==> config.mk <==
export PLATFORM = sky130hd
export DESIGN_NAME = stripe_request_splitter
export DESIGN_NICKNAME = d
export VERILOG_FILES = /design/src/rtl/ssplit_pkg.sv /design/src/rtl/stripe_request_splitter.sv /design/src/rtl/ssplit_seq.sv /design/src/rtl/ssplit_dp.sv
export VERILOG_INCLUDE_DIRS = /design/src /design/src/rtl
export SDC_FILE = /design/constraint.sdc
export NUM_CORES = 2
export LEC_CHECK = 0
export BUFFER_PORTS_ARGS = -buffer_cell sky130_fd_sc_hd__buf_2
export CORE_MARGIN = 8
export CORE_UTILIZATION = 45
export DETAILED_ROUTE_END_ITERATION = 10
export PLACE_DENSITY = 0.69
export SLEW_MARGIN = 40
export SYNTH_ARGS = -nofsm -noshare
export SYNTH_HDL_FRONTEND = slang
export SYNTH_HIERARCHICAL = 1
export SYNTH_SLANG_ARGS = --single-unit
export TNS_END_PERCENT = 1
==> constraint.sdc <==
create_clock -name clk -period 14.4 [get_ports clk]
set_input_delay 2.88 -clock clk [delete_from_list [all_inputs] [get_ports clk]]
set_output_delay 2.88 -clock clk [all_outputs]
set_load 0.01 [all_outputs]
==> src/rtl/stripe_request_splitter_assert.svh <==
// assertion macros for the stripe request splitter
// expects clk and rst in the scope of the module that uses them
`ifndef STRIPE_REQUEST_SPLITTER_ASSERT_SVH
`define STRIPE_REQUEST_SPLITTER_ASSERT_SVH

// condition implies consequence in the same cycle
`define SSPLIT_ASSERT_IMPLY(label, ante, cons, msg) \
  label: assert property (@(posedge clk) disable iff (rst) (ante) |-> (cons)) else $error(msg);

// condition implies consequence in the next cycle
`define SSPLIT_ASSERT_NEXT(label, ante, cons, msg) \
  label: assert property (@(posedge clk) disable iff (rst) (ante) |=> (cons)) else $error(msg);

`endif

==> src/rtl/ssplit_pkg.sv <==
// shared widths, microcode codes and control store for the stripe request splitter
// no dependencies
`timescale 1ns / 1ps
`default_nettype none

package ssplit_pkg;

  localparam int OFFSET_W  = 40;
  localparam int CNT_W     = 16;
  localparam int BS_W      = 17;
  localparam int MIN_STRIPE_LOG = 10;
  localparam logic [BS_W-1:0] MIN_STRIPE = 17'd1024;
  localparam logic [BS_W-1:0] MAX_STRIPE = 17'd65536;
  localparam logic [BS_W-1:0] STRIPE_RESET = 17'd4096;

  localparam int DEF_NUM_DRIVES        = 2;
  localparam int DEF_MAX_REQUEST_BYTES = 32768;

  localparam int DIV_BITS  = 2;
  localparam int DIV_STEPS = OFFSET_W / DIV_BITS;
  localparam int STEP_W    = $clog2(DIV_STEPS);
  localparam int QD_W      = OFFSET_W - MIN_STRIPE_LOG;

  localparam int PC_W   = 3;
  localparam int OP_W   = 3;
  localparam int COND_W = 3;

  typedef logic [OP_W-1:0]   op_t;
  typedef logic [COND_W-1:0] cond_t;
  typedef logic [PC_W-1:0]   pc_t;

  localparam op_t OP_NONE   = 3'd0;
  localparam op_t OP_LOAD   = 3'd1;
  localparam op_t OP_DIV    = 3'd2;
  localparam op_t OP_MUL    = 3'd3;
  localparam op_t OP_FIRST  = 3'd4;
  localparam op_t OP_NEXT   = 3'd5;
  localparam op_t OP_REJECT = 3'd6;

  localparam cond_t C_NEVER   = 3'd0;
  localparam cond_t C_ALWAYS  = 3'd1;
  localparam cond_t C_TOOLONG = 3'd2;
  localparam cond_t C_DIVMORE = 3'd3;
  localparam cond_t C_LAST    = 3'd4;
  localparam cond_t C_NOTLAST = 3'd5;

  localparam pc_t S_LOAD   = 3'd0;
  localparam pc_t S_DIV    = 3'd1;
  localparam pc_t S_MUL    = 3'd2;
  localparam pc_t S_FIRST  = 3'd3;
  localparam pc_t S_NEXT   = 3'd4;
  localparam pc_t S_WRAP   = 3'd5;
  localparam pc_t S_REJECT = 3'd6;

  typedef struct packed {
    op_t   op;
    cond_t cond;
    pc_t   target;
  } uword_t;

  typedef struct packed {
    op_t  op;
    logic go;
  } ctl_t;

  typedef struct packed {
    logic too_long;
    logic div_more;
    logic last;
    logic out_free;
  } stat_t;

  // control store: jump to target when the condition holds, else fall through
  function automatic uword_t ucode(input pc_t pc);
    uword_t w;
    unique case (pc)
      S_LOAD:   w = '{op: OP_LOAD,   cond: C_TOOLONG, target: S_REJECT};
      S_DIV:    w = '{op: OP_DIV,    cond: C_DIVMORE, target: S_DIV};
      S_MUL:    w = '{op: OP_MUL,    cond: C_NEVER,   target: S_LOAD};
      S_FIRST:  w = '{op: OP_FIRST,  cond: C_LAST,    target: S_LOAD};
      S_NEXT:   w = '{op: OP_NEXT,   cond: C_NOTLAST, target: S_NEXT};
      S_WRAP:   w = '{op: OP_NONE,   cond: C_ALWAYS,  target: S_LOAD};
      S_REJECT: w = '{op: OP_REJECT, cond: C_ALWAYS,  target: S_LOAD};
      default:  w = '{op: OP_NONE,   cond: C_ALWAYS,  target: S_LOAD};
    endcase
    return w;
  endfunction

endpackage

`default_nettype wire

==> src/rtl/stripe_request_splitter.sv <==
// top level of the stripe request splitter: stripe size register, sequencer and datapath
// depends on ssplit_pkg, ssplit_seq and ssplit_dp
`timescale 1ns / 1ps
`default_nettype none

// Maps one block request onto NUM_DRIVES striped drives and emits one result per
// stripe segment on the seg channel, last_segment marking the final one. A request
// of n segments (1 to 33) runs one load step, 20 steps of the shared divider that
// retires two quotient bits a cycle and reduces the block number by the drive
// count alongside, one multiply step and one step per segment, plus one return
// step when there is more than one segment. A request longer than
// MAX_REQUEST_BYTES gives a single flagged result. Results wait in an output
// register while the next step runs. stripe_bytes is clamped to 1024..65536 when
// a request is taken; the user must see it written only while idle (not enforced).

module stripe_request_splitter
  import ssplit_pkg::*;
#(
  parameter int NUM_DRIVES        = DEF_NUM_DRIVES,
  parameter int MAX_REQUEST_BYTES = DEF_MAX_REQUEST_BYTES
) (
  input  wire logic                clk,
  input  wire logic                rst,
  input  wire logic                cfg_write,
  input  wire logic [BS_W-1:0]     cfg_data,
  input  wire logic                req_valid,
  output logic                     req_stall,
  input  wire logic                action,
  input  wire logic [OFFSET_W-1:0] byte_offset,
  input  wire logic [CNT_W-1:0]    byte_count,
  output logic                     seg_valid,
  input  wire logic                seg_stall,
  output logic                     is_write,
  output logic                     drive_index,
  output logic [OFFSET_W-1:0]      drive_byte_offset,
  output logic [CNT_W-1:0]         segment_bytes,
  output logic                     last_segment,
  output logic                     too_long
);

  logic [BS_W-1:0] stripe_bytes;
  ctl_t            ctl;
  stat_t           stat;

  always_ff @(posedge clk) begin
    if (rst) begin
      stripe_bytes <= STRIPE_RESET;
    end else if (cfg_write) begin
      stripe_bytes <= cfg_data;
    end
  end

  ssplit_seq u_seq (
    .clk       (clk),
    .rst       (rst),
    .req_valid (req_valid),
    .req_stall (req_stall),
    .stat      (stat),
    .ctl       (ctl)
  );

  ssplit_dp #(
    .NUM_DRIVES        (NUM_DRIVES),
    .MAX_REQUEST_BYTES (MAX_REQUEST_BYTES)
  ) u_dp (
    .clk               (clk),
    .rst               (rst),
    .stripe_bytes      (stripe_bytes),
    .action            (action),
    .byte_offset       (byte_offset),
    .byte_count        (byte_count),
    .ctl               (ctl),
    .stat              (stat),
    .seg_valid         (seg_valid),
    .seg_stall         (seg_stall),
    .is_write          (is_write),
    .drive_index       (drive_index),
    .drive_byte_offset (drive_byte_offset),
    .segment_bytes     (segment_bytes),
    .last_segment      (last_segment),
    .too_long          (too_long)
  );

endmodule

`default_nettype wire

==> src/rtl/ssplit_seq.sv <==
// microcode sequencer: step counter, control store lookup and conditional jumps
// depends on ssplit_pkg
`timescale 1ns / 1ps
`default_nettype none

module ssplit_seq
  import ssplit_pkg::*;
(
  input  wire logic  clk,
  input  wire logic  rst,
  input  wire logic  req_valid,
  output logic       req_stall,
  input  wire stat_t stat,
  output ctl_t       ctl
);

  pc_t    pc;
  pc_t    pc_next;
  uword_t uw;
  logic   go;
  logic   taken;

  assign uw = ucode(pc);

  always_comb begin
    unique case (uw.op)
      OP_LOAD:                       go = req_valid;
      OP_FIRST, OP_NEXT, OP_REJECT:  go = stat.out_free;
      default:                       go = 1'b1;
    endcase
  end

  always_comb begin
    unique case (uw.cond)
      C_ALWAYS:  taken = 1'b1;
      C_TOOLONG: taken = stat.too_long;
      C_DIVMORE: taken = stat.div_more;
      C_LAST:    taken = stat.last;
      C_NOTLAST: taken = !stat.last;
      default:   taken = 1'b0;
    endcase
  end

  always_comb begin
    pc_next = pc;
    if (go) begin
      pc_next = taken ? uw.target : pc + 1'b1;
    end
  end

  always_ff @(posedge clk) begin
    if (rst) begin
      pc <= S_LOAD;
    end else begin
      pc <= pc_next;
    end
  end

  assign req_stall = (uw.op != OP_LOAD);
  assign ctl.op    = uw.op;
  assign ctl.go    = go;

endmodule

`default_nettype wire

==> src/rtl/ssplit_dp.sv <==
// datapath: offset divider with drive-count remainder, offset multiply, segment cutter
// depends on ssplit_pkg and stripe_request_splitter_assert.svh
`timescale 1ns / 1ps
`default_nettype none
`include "stripe_request_splitter_assert.svh"

module ssplit_dp
  import ssplit_pkg::*;
#(
  parameter int NUM_DRIVES        = DEF_NUM_DRIVES,
  parameter int MAX_REQUEST_BYTES = DEF_MAX_REQUEST_BYTES
) (
  input  wire logic                clk,
  input  wire logic                rst,
  input  wire logic [BS_W-1:0]     stripe_bytes,
  input  wire logic                action,
  input  wire logic [OFFSET_W-1:0] byte_offset,
  input  wire logic [CNT_W-1:0]    byte_count,
  input  wire ctl_t                ctl,
  output stat_t                    stat,
  output logic                     seg_valid,
  input  wire logic                seg_stall,
  output logic                     is_write,
  output logic                     drive_index,
  output logic [OFFSET_W-1:0]      drive_byte_offset,
  output logic [CNT_W-1:0]         segment_bytes,
  output logic                     last_segment,
  output logic                     too_long
);

  localparam int RD_W = $clog2(NUM_DRIVES);
  localparam logic [RD_W:0]   DRV_N    = (RD_W+1)'(NUM_DRIVES);
  localparam logic [RD_W-1:0] DRV_LAST = RD_W'(NUM_DRIVES - 1);
  localparam logic [CNT_W-1:0] MAX_LEN = CNT_W'(MAX_REQUEST_BYTES);

  logic                  wr;
  logic [BS_W-1:0]       bs;
  logic [OFFSET_W-1:0]   dvd;
  logic [BS_W-1:0]       rem;
  logic [RD_W-1:0]       rd;
  logic [QD_W-1:0]       qd;
  logic [STEP_W-1:0]     cnt;
  logic [OFFSET_W-1:0]   base;
  logic [CNT_W-1:0]      remaining;

  logic [BS_W-1:0]       bs_clamped;
  logic [BS_W:0]         t;
  logic                  qb;
  logic [BS_W:0]         r_w;
  logic [OFFSET_W-1:0]   d_w;
  logic [RD_W:0]         u;
  logic                  q2b;
  logic [RD_W-1:0]       m_w;
  logic [QD_W-1:0]       q_w;

  logic [QD_W+BS_W-1:0]  prod;
  logic                  first;
  logic [BS_W-1:0]       room;
  logic                  fits;
  logic [CNT_W-1:0]      seg;
  logic [CNT_W-1:0]      rem_after;
  logic [OFFSET_W-1:0]   off;
  logic                  wrap;
  logic                  emit;

  always_comb begin
    priority if (stripe_bytes < MIN_STRIPE) begin
      bs_clamped = MIN_STRIPE;
    end else if (stripe_bytes > MAX_STRIPE) begin
      bs_clamped = MAX_STRIPE;
    end else begin
      bs_clamped = stripe_bytes;
    end
  end

  // two restoring steps per cycle, block number reduced by drive count in lockstep
  always_comb begin
    r_w = {1'b0, rem};
    d_w = dvd;
    m_w = rd;
    q_w = qd;
    t   = '0;
    qb  = 1'b0;
    u   = '0;
    q2b = 1'b0;
    for (int i = 0; i < DIV_BITS; i++) begin
      t   = {r_w[BS_W-1:0], d_w[OFFSET_W-1]};
      qb  = (t >= {1'b0, bs});
      r_w = qb ? (t - {1'b0, bs}) : t;
      d_w = {d_w[OFFSET_W-2:0], 1'b0};
      u   = {m_w, qb};
      q2b = (u >= DRV_N);
      m_w = q2b ? RD_W'(u - DRV_N) : u[RD_W-1:0];
      q_w = {q_w[QD_W-2:0], q2b};
    end
  end

  assign prod = qd * bs;

  assign first     = (ctl.op == OP_FIRST);
  assign room      = first ? (bs - rem) : bs;
  assign fits      = ({1'b0, remaining} <= room);
  assign seg       = fits ? remaining : room[CNT_W-1:0];
  assign rem_after = remaining - seg;
  assign off       = base + (first ? {{(OFFSET_W-BS_W){1'b0}}, rem} : '0);
  assign wrap      = (rd == DRV_LAST);
  assign emit      = ctl.go && (ctl.op == OP_FIRST || ctl.op == OP_NEXT);

  assign stat.too_long = (byte_count > MAX_LEN);
  assign stat.div_more = (cnt != '0);
  assign stat.last     = (rem_after == '0);
  assign stat.out_free = !seg_valid || !seg_stall;

  always_ff @(posedge clk) begin
    if (ctl.go) begin
      unique case (ctl.op)
        OP_LOAD: begin
          wr        <= action;
          bs        <= bs_clamped;
          dvd       <= byte_offset;
          rem       <= '0;
          rd        <= '0;
          qd        <= '0;
          cnt       <= STEP_W'(DIV_STEPS - 1);
          remaining <= byte_count;
        end
        OP_DIV: begin
          dvd <= d_w;
          rem <= r_w[BS_W-1:0];
          rd  <= m_w;
          qd  <= q_w;
          cnt <= cnt - 1'b1;
        end
        OP_MUL: begin
          base <= prod[OFFSET_W-1:0];
        end
        OP_FIRST, OP_NEXT: begin
          remaining <= rem_after;
          rd        <= wrap ? '0 : rd + 1'b1;
          if (wrap) begin
            base <= base + {{(OFFSET_W-BS_W){1'b0}}, bs};
          end
        end
        default: begin
        end
      endcase
    end
  end

  // result register
  always_ff @(posedge clk) begin
    if (rst) begin
      seg_valid <= 1'b0;
    end else if (ctl.go && (emit || ctl.op == OP_REJECT)) begin
      seg_valid <= 1'b1;
    end else if (!seg_stall) begin
      seg_valid <= 1'b0;
    end
  end

  always_ff @(posedge clk) begin
    if (emit) begin
      is_write          <= wr;
      drive_index       <= rd[0];
      drive_byte_offset <= off;
      segment_bytes     <= seg;
      last_segment      <= (rem_after == '0);
      too_long          <= 1'b0;
    end else if (ctl.go && ctl.op == OP_REJECT) begin
      is_write          <= wr;
      drive_index       <= 1'b0;
      drive_byte_offset <= '0;
      segment_bytes     <= '0;
      last_segment      <= 1'b1;
      too_long          <= 1'b1;
    end
  end

  `SSPLIT_ASSERT_IMPLY(a_mid_seg_nonzero, seg_valid && !too_long && !last_segment,
                       segment_bytes != '0, "non-final segment with zero length")
  `SSPLIT_ASSERT_IMPLY(a_reject_shape, seg_valid && too_long,
                       last_segment && segment_bytes == '0 && drive_byte_offset == '0,
                       "rejected transaction not a single empty result")
  `SSPLIT_ASSERT_IMPLY(a_drive_range, emit, ({1'b0, rd} < DRV_N),
                       "drive remainder out of range")
  `SSPLIT_ASSERT_NEXT(a_emit_shows, emit, seg_valid, "emitted segment not presented")

endmodule

`default_nettype wire
==> out/results.tsv <==
metric	value	unit
status	complete, no violations	
CP Capture Type	flop	
H-tree depth	1	
Syn Inst Count	3565	
first-pass GRT wire length	137200	um
compound-gate portion of the synthesized area	10.02	%
ANT nets after route	0	
crit path max fanout	35	
routed vias/inst	5.392	
dpl hpwl	64590	um
WL/cell	18.84	um
GPL Wtd Cong	0.9377	
syn nets	4249	
Chip Width	281.3	um
Setup Viol. Count Final	0	
largest net degree at the start of global routing	76	
CTS clock-pin slew for the worst setup and hold paths	60	ps
Hold Crit Class	flop to flop	
RSZ-0062 raised after global routing	no	
Critical Path AT	10610	ps
CP max stage delay	470	ps
Crit Path Category	flop to flop	
Max Clk Rate	98.74	MHz
First-pass DRT Iterations	6	
Tmin final	10130	ps
clk sinks	248	
GRT overflow	0	
initial core utilization	45.32	%
# fillers	6603	
mux cell area share after synthesis	1.323	%
DRC violations left	0	
Clock Path Buffers	3	
layout cells sized above 1	8.501	%
GRT Overall Usage	21.73	%
Synth Area in Simple Gates	19.29	%
final non-filler cell total	4576	
die area	79150	um^2
pre-CTS setup slack	4534	ps
Final Cycle Share	70.33	%
largest family of logic cells by synthesized area	adder cells	
PnR worst setup slack	4273	ps
Port Buffers	140	
post-layout util	49.14	%
core area	69910	um^2
max_slew headroom	44.76	%
Synth cell types	107	
Data required, critical path	14890	ps
Setup Buffers After CTS	0	
number of flops mapped to enable cells by yosys	226	
Die Y	281.3	um
post-synthesis register bit count	248	
FFs w/ async S/R, synth	0	%
Final #Nets	4298	
TNS Setup	0	ps
Clock Latency Late Sink	580	ps
P&R area growth vs syn	8.436	%
Syn Area/Cell	8.887	um^2
Pins Over Slew Limit	0	
register area share after synthesis	22.81	%
Slowest-stage cell, CP	a21boi_0	
clk_skew	19.66	ps
Worst-Margin Slew	828.6	ps
placed insts	4520	
max-cap violation count	0	
I/O pin count	141	
via count	24670	
Hold Fails Final Rpt	0	
Synth warnings	6	
Mapped Area	31680	um^2
top_reg_cell synth	edfxtp_1	
CTS Buf Count	27	
Synth Area in Adders	33.62	%
CTS tree	built	
initial antenna violation count	1	
cts hold-fix bufs	0	
Final Routed Wirelength	86230	um
post-CTS sizing	0	
1st-iter DRT viols	2062	
CTS root buf	clkbuf_16	
crit path launch type	flop	
post-synthesis xor/xnor area fraction	3.847	%
Rows	97	
vias in the first global route	24750	
==> path summary, 6_finish.rpt <==
path | from | depth (start not counted) | slack, ps | end
max | u_dp/bs[0] | 43 | 4270 | u_seq/pc[1]
min | u_dp/wr | 0 | 420 | u_dp/is_write
max reg2reg | u_dp/bs[0] | 43 | 4270 | u_seq/pc[1]
min reg2reg | u_dp/wr | 0 | 420 | u_dp/is_write
==> stage by stage <==
step | hold WS (ps) | cell area (um^2)
final | 419.4 | 34350
after floorplan | 400.3 | 31680
after CTS | 422.1 | 34280
after global routing | 442.8 | 34350
after global placement | 402.6 | 33220
after detailed placement | 407.5 | 33270
==> layout make-up <==
| cell class | instances | area [um^2] | share of cell area [%] |
|---|---|---|---|
| multi-input combinational | 2568 | 21660 | 63.05 |
| sequential | 248 | 7227 | 21.04 |
| inverter | 583 | 2188 | 6.370 |
| tap | 940 | 1176 | 3.424 |
| timing repair buffer | 186 | 1084 | 3.154 |
| clock buffer | 35 | 803.3 | 2.338 |
| clock inverter | 15 | 211.5 | 0.6155 |
| antenna | 1 | 2.502 | 0.007284 |
==> Yosys cell counts, types with 53 or more instances <==
library cell,number,area share (%)
a21oi_1,123,1.9
and2_1,206,4.1
clkbuf_1,143,1.7
edfxtp_1,226,21
fa_1,406,26
ha_1,199,7.9
inv_1,582,6.9
nand2_1,618,7.3
nor2_1,216,2.6
o21ai_0,116,1.8
xnor2_1,83,2.3
xor2_1,53,1.5
==> cells in the final DEF, fill, tap and decap left out, drive strengths merged, types with 5 or more instances in the layout <==
| master | count |
|---|---|
| a31oi | 20 |
| nand4 | 21 |
| inv | 588 |
| or2 | 9 |
| o21ai | 127 |
| nor3 | 32 |
| nor4 | 20 |
| clkbuf | 35 |
| nand3 | 47 |
| mux2i | 37 |
| ha | 199 |
| o31ai | 18 |
| buf | 186 |
| nor2b | 23 |
| o21a | 9 |
| a21o | 45 |
| o21bai | 10 |
| or3 | 15 |
| a211oi | 31 |
| nor3b | 12 |
| o211ai | 6 |
| edfxtp | 226 |
| fa | 406 |
| nand2b | 29 |
| nand2 | 620 |
| clkinv | 6 |
| a31o | 6 |
| and3 | 24 |
| nor2 | 218 |
| a21oi | 124 |
| dfxtp | 22 |
| nand3b | 5 |
| xnor2 | 84 |
| a21boi | 24 |
| o31a | 6 |
| and2 | 206 |
| xor2 | 53 |
==> cell families (layout without fill, tap and decap cells) <==
family,after synthesis,after routing
compound gates,478,478
simple gates,1304,1304
fa+ha+maj,608,608
buf+inv,749,819
other cells,0,1
flops,248,248
xor+xnor,137,137
mux,41,41
==> flip-flops by register name (all words and copies together) (netlist names), 3 cells and up <==
| name | flops |
|---|---|
| u_dp/segment_bytes | 16 |
| u_dp/remaining | 16 |
| u_dp/rem | 17 |
| u_dp/dvd | 40 |
| u_dp/cnt | 5 |
| stripe_bytes | 17 |
| u_dp/bs | 17 |
| u_dp/base | 40 |
| u_dp/drive_byte_offset | 40 |
| u_seq/pc | 3 |
| u_dp/qd | 30 |
==> routing by layer <==
metal	share of wire (%)	GRT usage, %	wire [um]	up-vias
li1	-	-	-	11510
met1	44	30.54	38120	12090
met2	44	34.09	38110	933
met3	8.8	4.534	7559	136
met4	2.8	5.818	2443	0
met5	0	0	0	-
==> worst max-delay path: cells and delay by family, from the launching register on <==
family / cells / cell delay (ps)
compound gates: 19 / 4520
simple gates: 12 / 2350
fa+ha+maj: 5 / 1620
buf+inv: 5 / 650
mux: 1 / 380
flops: 1 / 350
xor+xnor: 1 / 180
Power is not shown: default switching activity piles up to over one toggle a cycle in this logic, so the estimate is an artifact.
